[config.mk]
export PLATFORM = sky130hd
export DESIGN_NAME = csrgb_ctrl
export DESIGN_NICKNAME = d
export VERILOG_FILES = /design/src/design/csrgb_pkg.sv /design/src/design/csrgb_ctrl.sv
export SDC_FILE = /design/constraint.sdc
export NUM_CORES = 1
export LEC_CHECK = 0
export BUFFER_PORTS_ARGS = -buffer_cell sky130_fd_sc_hd__clkbuf_2
export CAP_MARGIN = 15
export CORE_AREA = 2 2 54 56
export CTS_BUF_LIST = sky130_fd_sc_hd__clkbuf_8 sky130_fd_sc_hd__clkbuf_16
export DETAILED_ROUTE_END_ITERATION = 16
export DIE_AREA = 0 0 56 58
export GPL_TIMING_DRIVEN = 0
export PLACE_DENSITY = 0.55
export SYNTH_ARGS = -nofsm -noshare
export SYNTH_HDL_FRONTEND = slang
export SYNTH_SLANG_ARGS = --single-unit
[constraint.sdc]
create_clock -name clk -period 4.7 [get_ports clk]
set_input_delay 0.94 -clock clk [delete_from_list [all_inputs] [get_ports clk]]
set_output_delay 0.94 -clock clk [all_outputs]
set_load 0.01 [all_outputs]
[src/design/csrgb_pkg.sv]
// ----------------------------------------------------------------------------
// csrgb_pkg
// Shared types and constants of the CSR graph builder.
// ----------------------------------------------------------------------------
`default_nettype none
package csrgb_pkg;

  localparam int unsigned MAX_VERTICES_DEF = 1024;
  localparam int unsigned MAX_EDGES_DEF    = 4096;
  localparam int unsigned NV_W             = 11;
  localparam int unsigned VTX_W            = 10;
  localparam int unsigned VAL_W            = 13;
  localparam int unsigned NV_RESET         = 1024;

  localparam logic [1:0] FUNC_ADD  = 2'd0;
  localparam logic [1:0] FUNC_FIN  = 2'd1;
  localparam logic [1:0] FUNC_RROW = 2'd2;
  localparam logic [1:0] FUNC_RCOL = 2'd3;

  localparam logic [1:0] ST_OK      = 2'd0;
  localparam logic [1:0] ST_FULL    = 2'd1;
  localparam logic [1:0] ST_BAD_VTX = 2'd2;
  localparam logic [1:0] ST_BAD_RD  = 2'd3;

  localparam logic [2:0] REG_VTX_COUNT = 3'd0;

  typedef struct packed {
    logic [1:0]       func;
    logic [VTX_W-1:0] src_vertex;
    logic [VTX_W-1:0] dst_vertex;
    logic [VAL_W-1:0] read_index;
  } in_t;

  typedef struct packed {
    logic [VAL_W-1:0] value;
    logic [1:0]       status;
  } out_t;

  typedef struct packed {
    logic add;
    logic rd_issue;
    logic rd_out;
    logic clr;
    logic cnt_c;
    logic pfx_a;
    logic pfx_b;
    logic sct_c;
    logic done;
  } cmd_t;

  typedef struct packed {
    logic ec_zero;
    logic e_last;
    logic v_last;
    logic out_full;
  } sts_t;

endpackage
`default_nettype wire

[src/design/csrgb_ctrl.sv]
// ----------------------------------------------------------------------------
// csrgb_ctrl
// Sequencer: request decode and the finish phases (clear, count, prefix, scatter).
// ----------------------------------------------------------------------------
`default_nettype none
module csrgb_ctrl
  import csrgb_pkg::*;
(
  input  wire logic       clk,
  input  wire logic       rst_n,
  input  wire logic       in_valid,
  input  wire logic [1:0] in_func,
  output logic            in_stall,
  input  wire sts_t       sts,
  output cmd_t            cmd
);

  typedef enum logic [10:0] {
    S_IDLE  = 11'b00000000001,
    S_RD    = 11'b00000000010,
    S_CLR   = 11'b00000000100,
    S_CNT_A = 11'b00000001000,
    S_CNT_B = 11'b00000010000,
    S_CNT_C = 11'b00000100000,
    S_PFX_A = 11'b00001000000,
    S_PFX_B = 11'b00010000000,
    S_SCT_A = 11'b00100000000,
    S_SCT_B = 11'b01000000000,
    S_SCT_C = 11'b10000000000
  } state_t;

  state_t state_r, state_nxt;
  logic   fin_r, fin_nxt;
  logic   acc;

  assign in_stall = (state_r != S_IDLE) || fin_r || sts.out_full;
  assign acc      = in_valid && !in_stall;

  always_comb begin
    state_nxt = state_r;
    fin_nxt   = 1'b0;
    cmd       = '0;
    cmd.done  = fin_r;
    unique case (state_r)
      S_IDLE: begin
        if (acc) begin
          unique case (in_func)
            FUNC_ADD:  cmd.add = 1'b1;
            FUNC_FIN:  state_nxt = S_CLR;
            default: begin
              cmd.rd_issue = 1'b1;
              state_nxt    = S_RD;
            end
          endcase
        end
      end
      S_RD: begin
        cmd.rd_out = 1'b1;
        state_nxt  = S_IDLE;
      end
      S_CLR: begin
        cmd.clr = 1'b1;
        if (sts.v_last) state_nxt = sts.ec_zero ? S_PFX_A : S_CNT_A;
      end
      S_CNT_A: state_nxt = S_CNT_B;
      S_CNT_B: state_nxt = S_CNT_C;
      S_CNT_C: begin
        cmd.cnt_c = 1'b1;
        if (sts.e_last) state_nxt = S_PFX_A;
        else state_nxt = S_CNT_A;
      end
      S_PFX_A: begin
        cmd.pfx_a = 1'b1;
        state_nxt = S_PFX_B;
      end
      S_PFX_B: begin
        cmd.pfx_b = 1'b1;
        if (!sts.v_last) state_nxt = S_PFX_A;
        else if (sts.ec_zero) begin
          state_nxt = S_IDLE;
          fin_nxt   = 1'b1;
        end else state_nxt = S_SCT_A;
      end
      S_SCT_A: state_nxt = S_SCT_B;
      S_SCT_B: state_nxt = S_SCT_C;
      S_SCT_C: begin
        cmd.sct_c = 1'b1;
        if (sts.e_last) begin
          state_nxt = S_IDLE;
          fin_nxt   = 1'b1;
        end else state_nxt = S_SCT_A;
      end
      default: state_nxt = S_IDLE;
    endcase
  end

  always_ff @(posedge clk) begin
    if (!rst_n) begin
      state_r <= S_IDLE;
      fin_r   <= 1'b0;
    end else begin
      state_r <= state_nxt;
      fin_r   <= fin_nxt;
    end
  end

  a_fin_starts_clear: assert property (@(posedge clk) disable iff (!rst_n)
    acc && in_func == FUNC_FIN |=> state_r == S_CLR)
    else $error("finish did not start clear phase");

  a_read_one_cycle: assert property (@(posedge clk) disable iff (!rst_n)
    state_r == S_RD |=> state_r == S_IDLE && !fin_r)
    else $error("read phase overran");

  a_state_onehot: assert property (@(posedge clk) disable iff (!rst_n)
    $onehot(state_r))
    else $error("state not one-hot");

endmodule
`default_nettype wire

==> impl_metrics.py, run 1 <==
metrics = {
    "die": {
        "coreArea_sq_um": 2660,
        "die_h_um": 58,
        "rows": 19,
        "start_util_pct": 28.8,
        "dieArea_sq_um": 3250,
        "ios": 19,
        "die_x_um": 56,
    },
    "global_routing": {
        "grt_pass1_wl_mm": 3.32,
        "gr-total-overflow": 0,
        "grt_pass1_vias": 732,
        "grt_util_all_layers_pct": 13.3,
        "antenna_found_initial": 0,
        "grt_max_degree": 10,
    },
    "critical_path": {
        "cpMaxStageDelayCell": "nor4_4",
        "cp-start-kind": "flop",
        "cp_data_required_time_ps": 3760,
        "reg2reg_depth": 5,
        "critPathMaxFanout": 8,
        "reg2reg_slack_ps": 2600,
        "critPathArrivalTime_ps": 1930,
        "setup.worst_path.start": "state_r[5]",
        "end_kind": "output pin",
        "cp.depth": 5,
        "critPathTopFamily": "simple AND/OR/NAND/NOR gates",
        "worstSetupEndpoint": "in_stall",
        "cp_cell_sequence": "buf_6 -> nor4_4 -> nand3_1 -> or3_1 -> clkbuf_2",
        "reg2reg_from": "state_r[5]",
        "cp_slowest_stage_delay_ps": 430,
        "worstReg2RegEnd": "state_r[5]",
        "critPathBufInv": 2,
        "critical_path_class": "flop to output pin",
    },
    "clock_network": {
        "cts_tree": "built",
        "clk_latency_ps": 240,
        "cts_root_buf": "clkbuf_8",
        "cts_resized": 0,
        "clk_pin_slew_ps": 50,
        "numCtsBuffers": 3,
        "hold_buffers": 0,
        "cts_buffer_depth": 2,
        "htreeDepth": 1,
        "cts_setup_buffers": 0,
        "cts_sinks": 12,
    },
    "finish": {
        "layout-drive-gt1-share_pct": 26.8,
        "area.growth.synth_to_final_pct": 22.2,
        "postLayoutCellArea_sq_um": 937,
        "diodes": 0,
        "final_nets": 123,
    },
    "sta": {
        "fmax_mhz": 349,
        "relSlewSlack_pct": 52.6,
        "final.min_clock_period_ps": 2870,
        "setup_viol": 0,
        "rsz0062_at_grt": "no",
        "fin_skew_ps": 2.03,
        "drv_slew": 0,
        "tns_ps": 0,
        "worst_slew_pin_slew_ps": 711,
        "timing.final.crit_share_pct": 61.0,
        "hold_violations": 0,
    },
    "routing": {
        "first_iter_violations": 21,
        "ant_nets": 0,
        "drc_errors": 0,
        "dr_total_vias": 778,
        "wl_per_cell_um": 13.3,
        "drt-pass1-iter-count": 4,
        "totalWireLength_mm": 1.90,
        "avgViaCountPerCell": 5.44,
    },
    "logic_synthesis": {
        "yosys_warnings": 0,
        "synth_cell_type_count": 37,
        "synth_top_family_by_area": "simple AND/OR/NAND/NOR gates",
        "synth_most_common_cell": "dfxtp_1",
        "netlist.area_leader.share_pct": 31.3,
        "syn_nets": 100,
        "synth_area_per_cell_sq_um": 8.43,
        "syn_area_sq_um": 767,
        "netlist_instances": 91,
        "synthAdderAreaFrac_pct": 0,
        "synth_compound_area_share_pct": 16.6,
        "synth_seq_area_share_pct": 31.3,
        "synth_simple_gate_area_share_pct": 43.4,
        "ys.flop_type": "dfxtp_1",
        "synth_edf_count": 0,
        "synthTopCellsByArea": "dfxtp_1 31%, nor4_4 5.5%, nor2_1 4.9%",
        "synth-async-reset-ratio_pct": 0,
        "synth-xor-area-share_pct": 2.28,
        "synth_top_cell_by_area": "dfxtp_1",
        "synth_common_cells": "12 x dfxtp_1, 10 x nor2_1, 6 x nand2_1",
        "ys_ff_latch": 12,
        "synthMuxAreaShare_pct": 0,
    },
    "flow_run": {
        "cap_violations": 0,
    },
    "placed_design": {
        "port_buffers": 18,
        "place.gp.congestion": 0.813,
        "dpl_cell_area_sq_um": 896,
        "hpwlAfterDp_mm": 1.46,
    },
    "power": {
        "vdd_drop_max_mv": 0.198,
        "p_leak_nw": 0.356,
        "powerDensity_nw_per_um2": 268,
    },
    "outcome": {
        "status": "complete, no violations",
    },
    "hold_path": {
        "hold_class": "flop to flop",
    },
}
==> sequential cells by signal (all words and copies together) (netlist names) <==
name,count
state_r,11
fin_r,1
==> worst register-to-register path: stages (launching register included) <==
cell and delay [ps]:
dfxtp_1 300, buf_6 130, nor4_4 430, nand3_1 310
o221ai_1 670, nor4b_1 110
==> power by group <==
part	leakage (nW)	total, mW	switching [mW]	internal, mW
clock	0.0216	0.0945	0.0380	0.0565
sequential	0.0970	0.110	0.00531	0.105
combinational	0.237	0.0464	0.0281	0.0182
==> placed cells by master (no fill, tap or decap) <==
| cell type | n |
|---|---|
| and2_1 | 1 |
| o221ai_1 | 1 |
| nor2_1 | 10 |
| a211o_1 | 1 |
| nor4_1 | 4 |
| or3b_2 | 1 |
| clkbuf_2 | 18 |
| dfxtp_1 | 12 |
| nor2b_1 | 1 |
| o211ai_1 | 1 |
| nor3_2 | 1 |
| a221o_1 | 1 |
| a21oi_1 | 3 |
| nor4b_1 | 3 |
| nand3_2 | 1 |
| o21ai_0 | 4 |
| nor3_1 | 2 |
| nand2b_1 | 4 |
| clkbuf_8 | 3 |
| xor2_1 | 2 |
| or3_1 | 1 |
| nand3_1 | 5 |
| a31oi_1 | 1 |
| a211oi_1 | 1 |
| buf_4 | 1 |
| o2111a_1 | 1 |
| or4b_1 | 2 |
| or3_2 | 1 |
| nor3b_1 | 4 |
| o22ai_1 | 1 |
| a2111oi_0 | 1 |
| or4_1 | 1 |
| o21a_1 | 1 |
| inv_1 | 5 |
| nand4_1 | 1 |
| buf_6 | 2 |
| nand2_1 | 6 |
| nor4_4 | 2 |
| o32a_1 | 1 |
==> per-layer routing <==
metal	track usage (%)	vias up	part of all wire [%]
li1	-	389	-
met1	17.0	357	46
met2	21.3	27	46
met3	2.46	5	6.4
met4	7.14	0	1.9
met5	0	-	0
==> metrics by stage <==
stage / hold WS, ps / util (%) / total power [mW] / instances / setup slack, ps
floorplan: 481 / - / 0.142 / 91 / 1980
finish: 540 / 35.2 / 0.251 / 143 / 1830
CTS: 545 / 35.2 / 0.251 / 143 / 1840
detailed placement: 527 / 33.6 / 0.158 / 140 / 1880
global route: 585 / 35.2 / 0.265 / 143 / 1610
global placement: 522 / 33.6 / 0.158 / 140 / 1910
==> cell families (layout without fill, tap and decap cells) <==
kind of cell           Yosys count  after routing
buffers and inverters            8             29
XOR/XNOR                         2              2
flip-flops                      12             12
AO/OA/AOI/OAI                   18             18
AND/OR/NAND/NOR                 51             51
==> worst min path at each step <==
stage | startpoint | end | slack, ps | cells after the start
floorplan | state_r[3] | state_r[4] | 480 | 2
global placement | state_r[9] | state_r[10] | 520 | 2
detailed placement | state_r[3] | state_r[4] | 530 | 2
CTS | state_r[9] | state_r[10] | 550 | 2
global route | state_r[3] | state_r[4] | 580 | 2
finish | state_r[9] | state_r[10] | 540 | 2
==> final cells by class <==
class	count	area, sq um
fillers	304	1730
multi-input cells	71	478
flip-flops and latches	12	240
repair buffers	18	90.1
clock buffers	3	41.3
well taps	31	38.8
plain buffers	3	30.0
inverters	5	18.8
(Power assumes the default switching activity.)
==> run 2, diff against run 1 <==
--- a/config.mk
+++ b/config.mk
@@ -12,7 +12,7 @@
 export DETAILED_ROUTE_END_ITERATION = 16
 export DIE_AREA = 0 0 56 58
 export GPL_TIMING_DRIVEN = 0
-export PLACE_DENSITY = 0.55
+export PLACE_DENSITY = 0.56
 export SYNTH_ARGS = -nofsm -noshare
 export SYNTH_HDL_FRONTEND = slang
 export SYNTH_SLANG_ARGS = --single-unit
==> constraint.sdc (replaced) <==
create_clock -name clk -period 2.4 [get_ports clk]
set_input_delay 0.48 -clock clk [delete_from_list [all_inputs] [get_ports clk]]
set_output_delay 0.48 -clock clk [all_outputs]
set_load 0.01 [all_outputs]
==> impl_metrics.py, run 2 (synthesized netlist as in run 1, its figures left out) <==
metrics = {
    "placed_design": {
        "port_buffers": 18,
        "hpwlAfterDp_mm": 1.43,
        "dpl_cell_area_sq_um": 896,
        "place.gp.congestion": 0.813,
    },
    "power": {
        "vdd_drop_max_mv": 0.277,
        "internal-power_uw": 353,
        "switching_share_pct": 28.8,
        "p_leak_nw": 0.366,
        "p_seq_share_pct": 43.5,
        "powerDensity_nw_per_um2": 520,
        "combPwrFrac_pct": 18.6,
        "netSwitchingPower_uw": 142,
        "clkPwrFrac_pct": 37.9,
    },
    "die": {
        "die_x_um": 56,
        "start_util_pct": 28.8,
        "die_h_um": 58,
        "rows": 19,
        "dieArea_sq_um": 3250,
        "ios": 19,
        "coreArea_sq_um": 2660,
    },
    "finish": {
        "layout-drive-gt1-share_pct": 28.6,
        "final_nets": 123,
        "postLayoutCellArea_sq_um": 953,
        "final_common_cell": "clkbuf_2",
        "largest_reg_flops": 11,
        "diodes": 0,
        "top_regs": "state_r: 11 flops, fin_r: 1 flops",
        "final_cell_mix": "18 x clkbuf_2, 12 x dfxtp_1, 10 x nor2_1",
        "area.growth.synth_to_final_pct": 24.3,
        "top_register": "state_r",
    },
    "critical_path": {
        "cp-start-kind": "flop",
        "cp_cell_sequence": "buf_6 -> nor4_4 -> nand3_2 -> or3_1 -> clkbuf_2",
        "end_kind": "output pin",
        "critical_path_class": "flop to output pin",
        "reg2reg_from": "state_r[10]",
        "critPathMaxFanout": 8,
        "cpMaxStageDelayCell": "nor4_4",
        "cp_slowest_stage_delay_ps": 440,
        "cp_data_required_time_ps": 1920,
        "critPathArrivalTime_ps": 1810,
        "setup.worst_path.start": "state_r[5]",
    },
    "sta": {
        "drv_slew": 0,
        "relSlewSlack_pct": 53.3,
        "hold_violations": 0,
        "timing.final.crit_share_pct": 95.5,
        "worst_slew_pin_slew_ps": 700,
        "setup_viol": 0,
        "fin_skew_ps": 4.76,
        "final.min_clock_period_ps": 2290,
        "rsz0062_at_grt": "no",
        "tns_ps": 0,
        "fmax_mhz": 436,
    },
    "global_routing": {
        "gr-total-overflow": 0,
        "grt_max_degree": 10,
        "grt_pass1_vias": 708,
        "grt_pass1_wl_mm": 3.29,
        "grt_util_all_layers_pct": 13.5,
        "antenna_found_initial": 0,
    },
    "routing": {
        "first_iter_violations": 31,
        "wl_per_cell_um": 13.0,
        "top_layer_used": "met4",
        "totalWireLength_mm": 1.85,
        "avgViaCountPerCell": 5.20,
        "dr_total_vias": 743,
        "dr_wl_met2_um": 773,
        "ant_nets": 0,
        "drc_errors": 0,
        "drt-pass1-iter-count": 4,
        "wl_met3_um": 102,
        "wl_met1_um": 930,
    },
    "clock_network": {
        "numCtsBuffers": 3,
        "cts_tree": "built",
        "cts_root_buf": "clkbuf_8",
        "clk_pin_slew_ps": 50,
        "htreeDepth": 1,
        "cts_sinks": 12,
        "cts_buffer_depth": 2,
        "cts_setup_buffers": 0,
        "clk_latency_ps": 250,
    },
    "flow_run": {
        "cap_violations": 0,
    },
    "outcome": {
        "status": "complete, no violations",
    },
    "hold_path": {
        "holdCritStartpoint": "in_func[0]",
        "hold_class": "input pin to flop",
    },
}
run 2: final timing paths:
kind	endpoint	slack, ps	cells after the start
worst min register to register	state_r[5]	550	2
worst max-delay path	in_stall	110	5
worst min-delay path	state_r[1]	470	2
worst max register to register	state_r[5]	370	5
run 2: metal layers:
| layer | global-route usage (%) | up-vias |
|---|---|---|
| met5 | 0 | - |
| met2 | 19.0 | 19 |
| met4 | 8.16 | 0 |
| met3 | 3.13 | 5 |
| met1 | 18.6 | 333 |
| li1 | - | 386 |
run 2: repair_timing:
action,4_1_cts,5_1_grt
endpoints found under the setup margin,1,3
hold buffers,0,0
gates resized for setup,1,2
run 2: final cells by class:
cell class                 count  area [sq um]
timing repair buffer          18          90.1
tap                           31          38.8
multi-input combinational     71           494
inverter                       5          18.8
buffer                         3          30.0
fill                         294          1710
sequential                    12           240
clock buffer                   3          41.3
run 2: per-stage QoR:
step	worst slack [ps]	util, %	hold slack, ps	power [mW]	cells
6_report	109	35.8	467	0.495	143
5_1_grt	20.2	35.8	490	0.522	143
4_1_cts	31.0	35.4	467	0.497	143
3_5_place_dp	236	33.6	528	0.310	140
3_3_place_gp	270	33.6	521	0.309	140
2_1_floorplan	496	-	481	0.278	91
run 2: power by group through the flow:
stage,Combinational [mW],Clock (mW),Sequential [mW]
CTS,0.0913,0.191,0.215
global placement,0.0897,0,0.219
global route,0.105,0.200,0.217
finish,0.0921,0.188,0.215
floorplan,0.0612,0,0.217
detailed placement,0.0905,0,0.219
run 2: worst max-delay path: cells and delay by family, from the launching register on:
kind	cells	cell delay, ps
buffers and inverters	2	260
DFF	1	300
and+or+nand+nor	3	1000
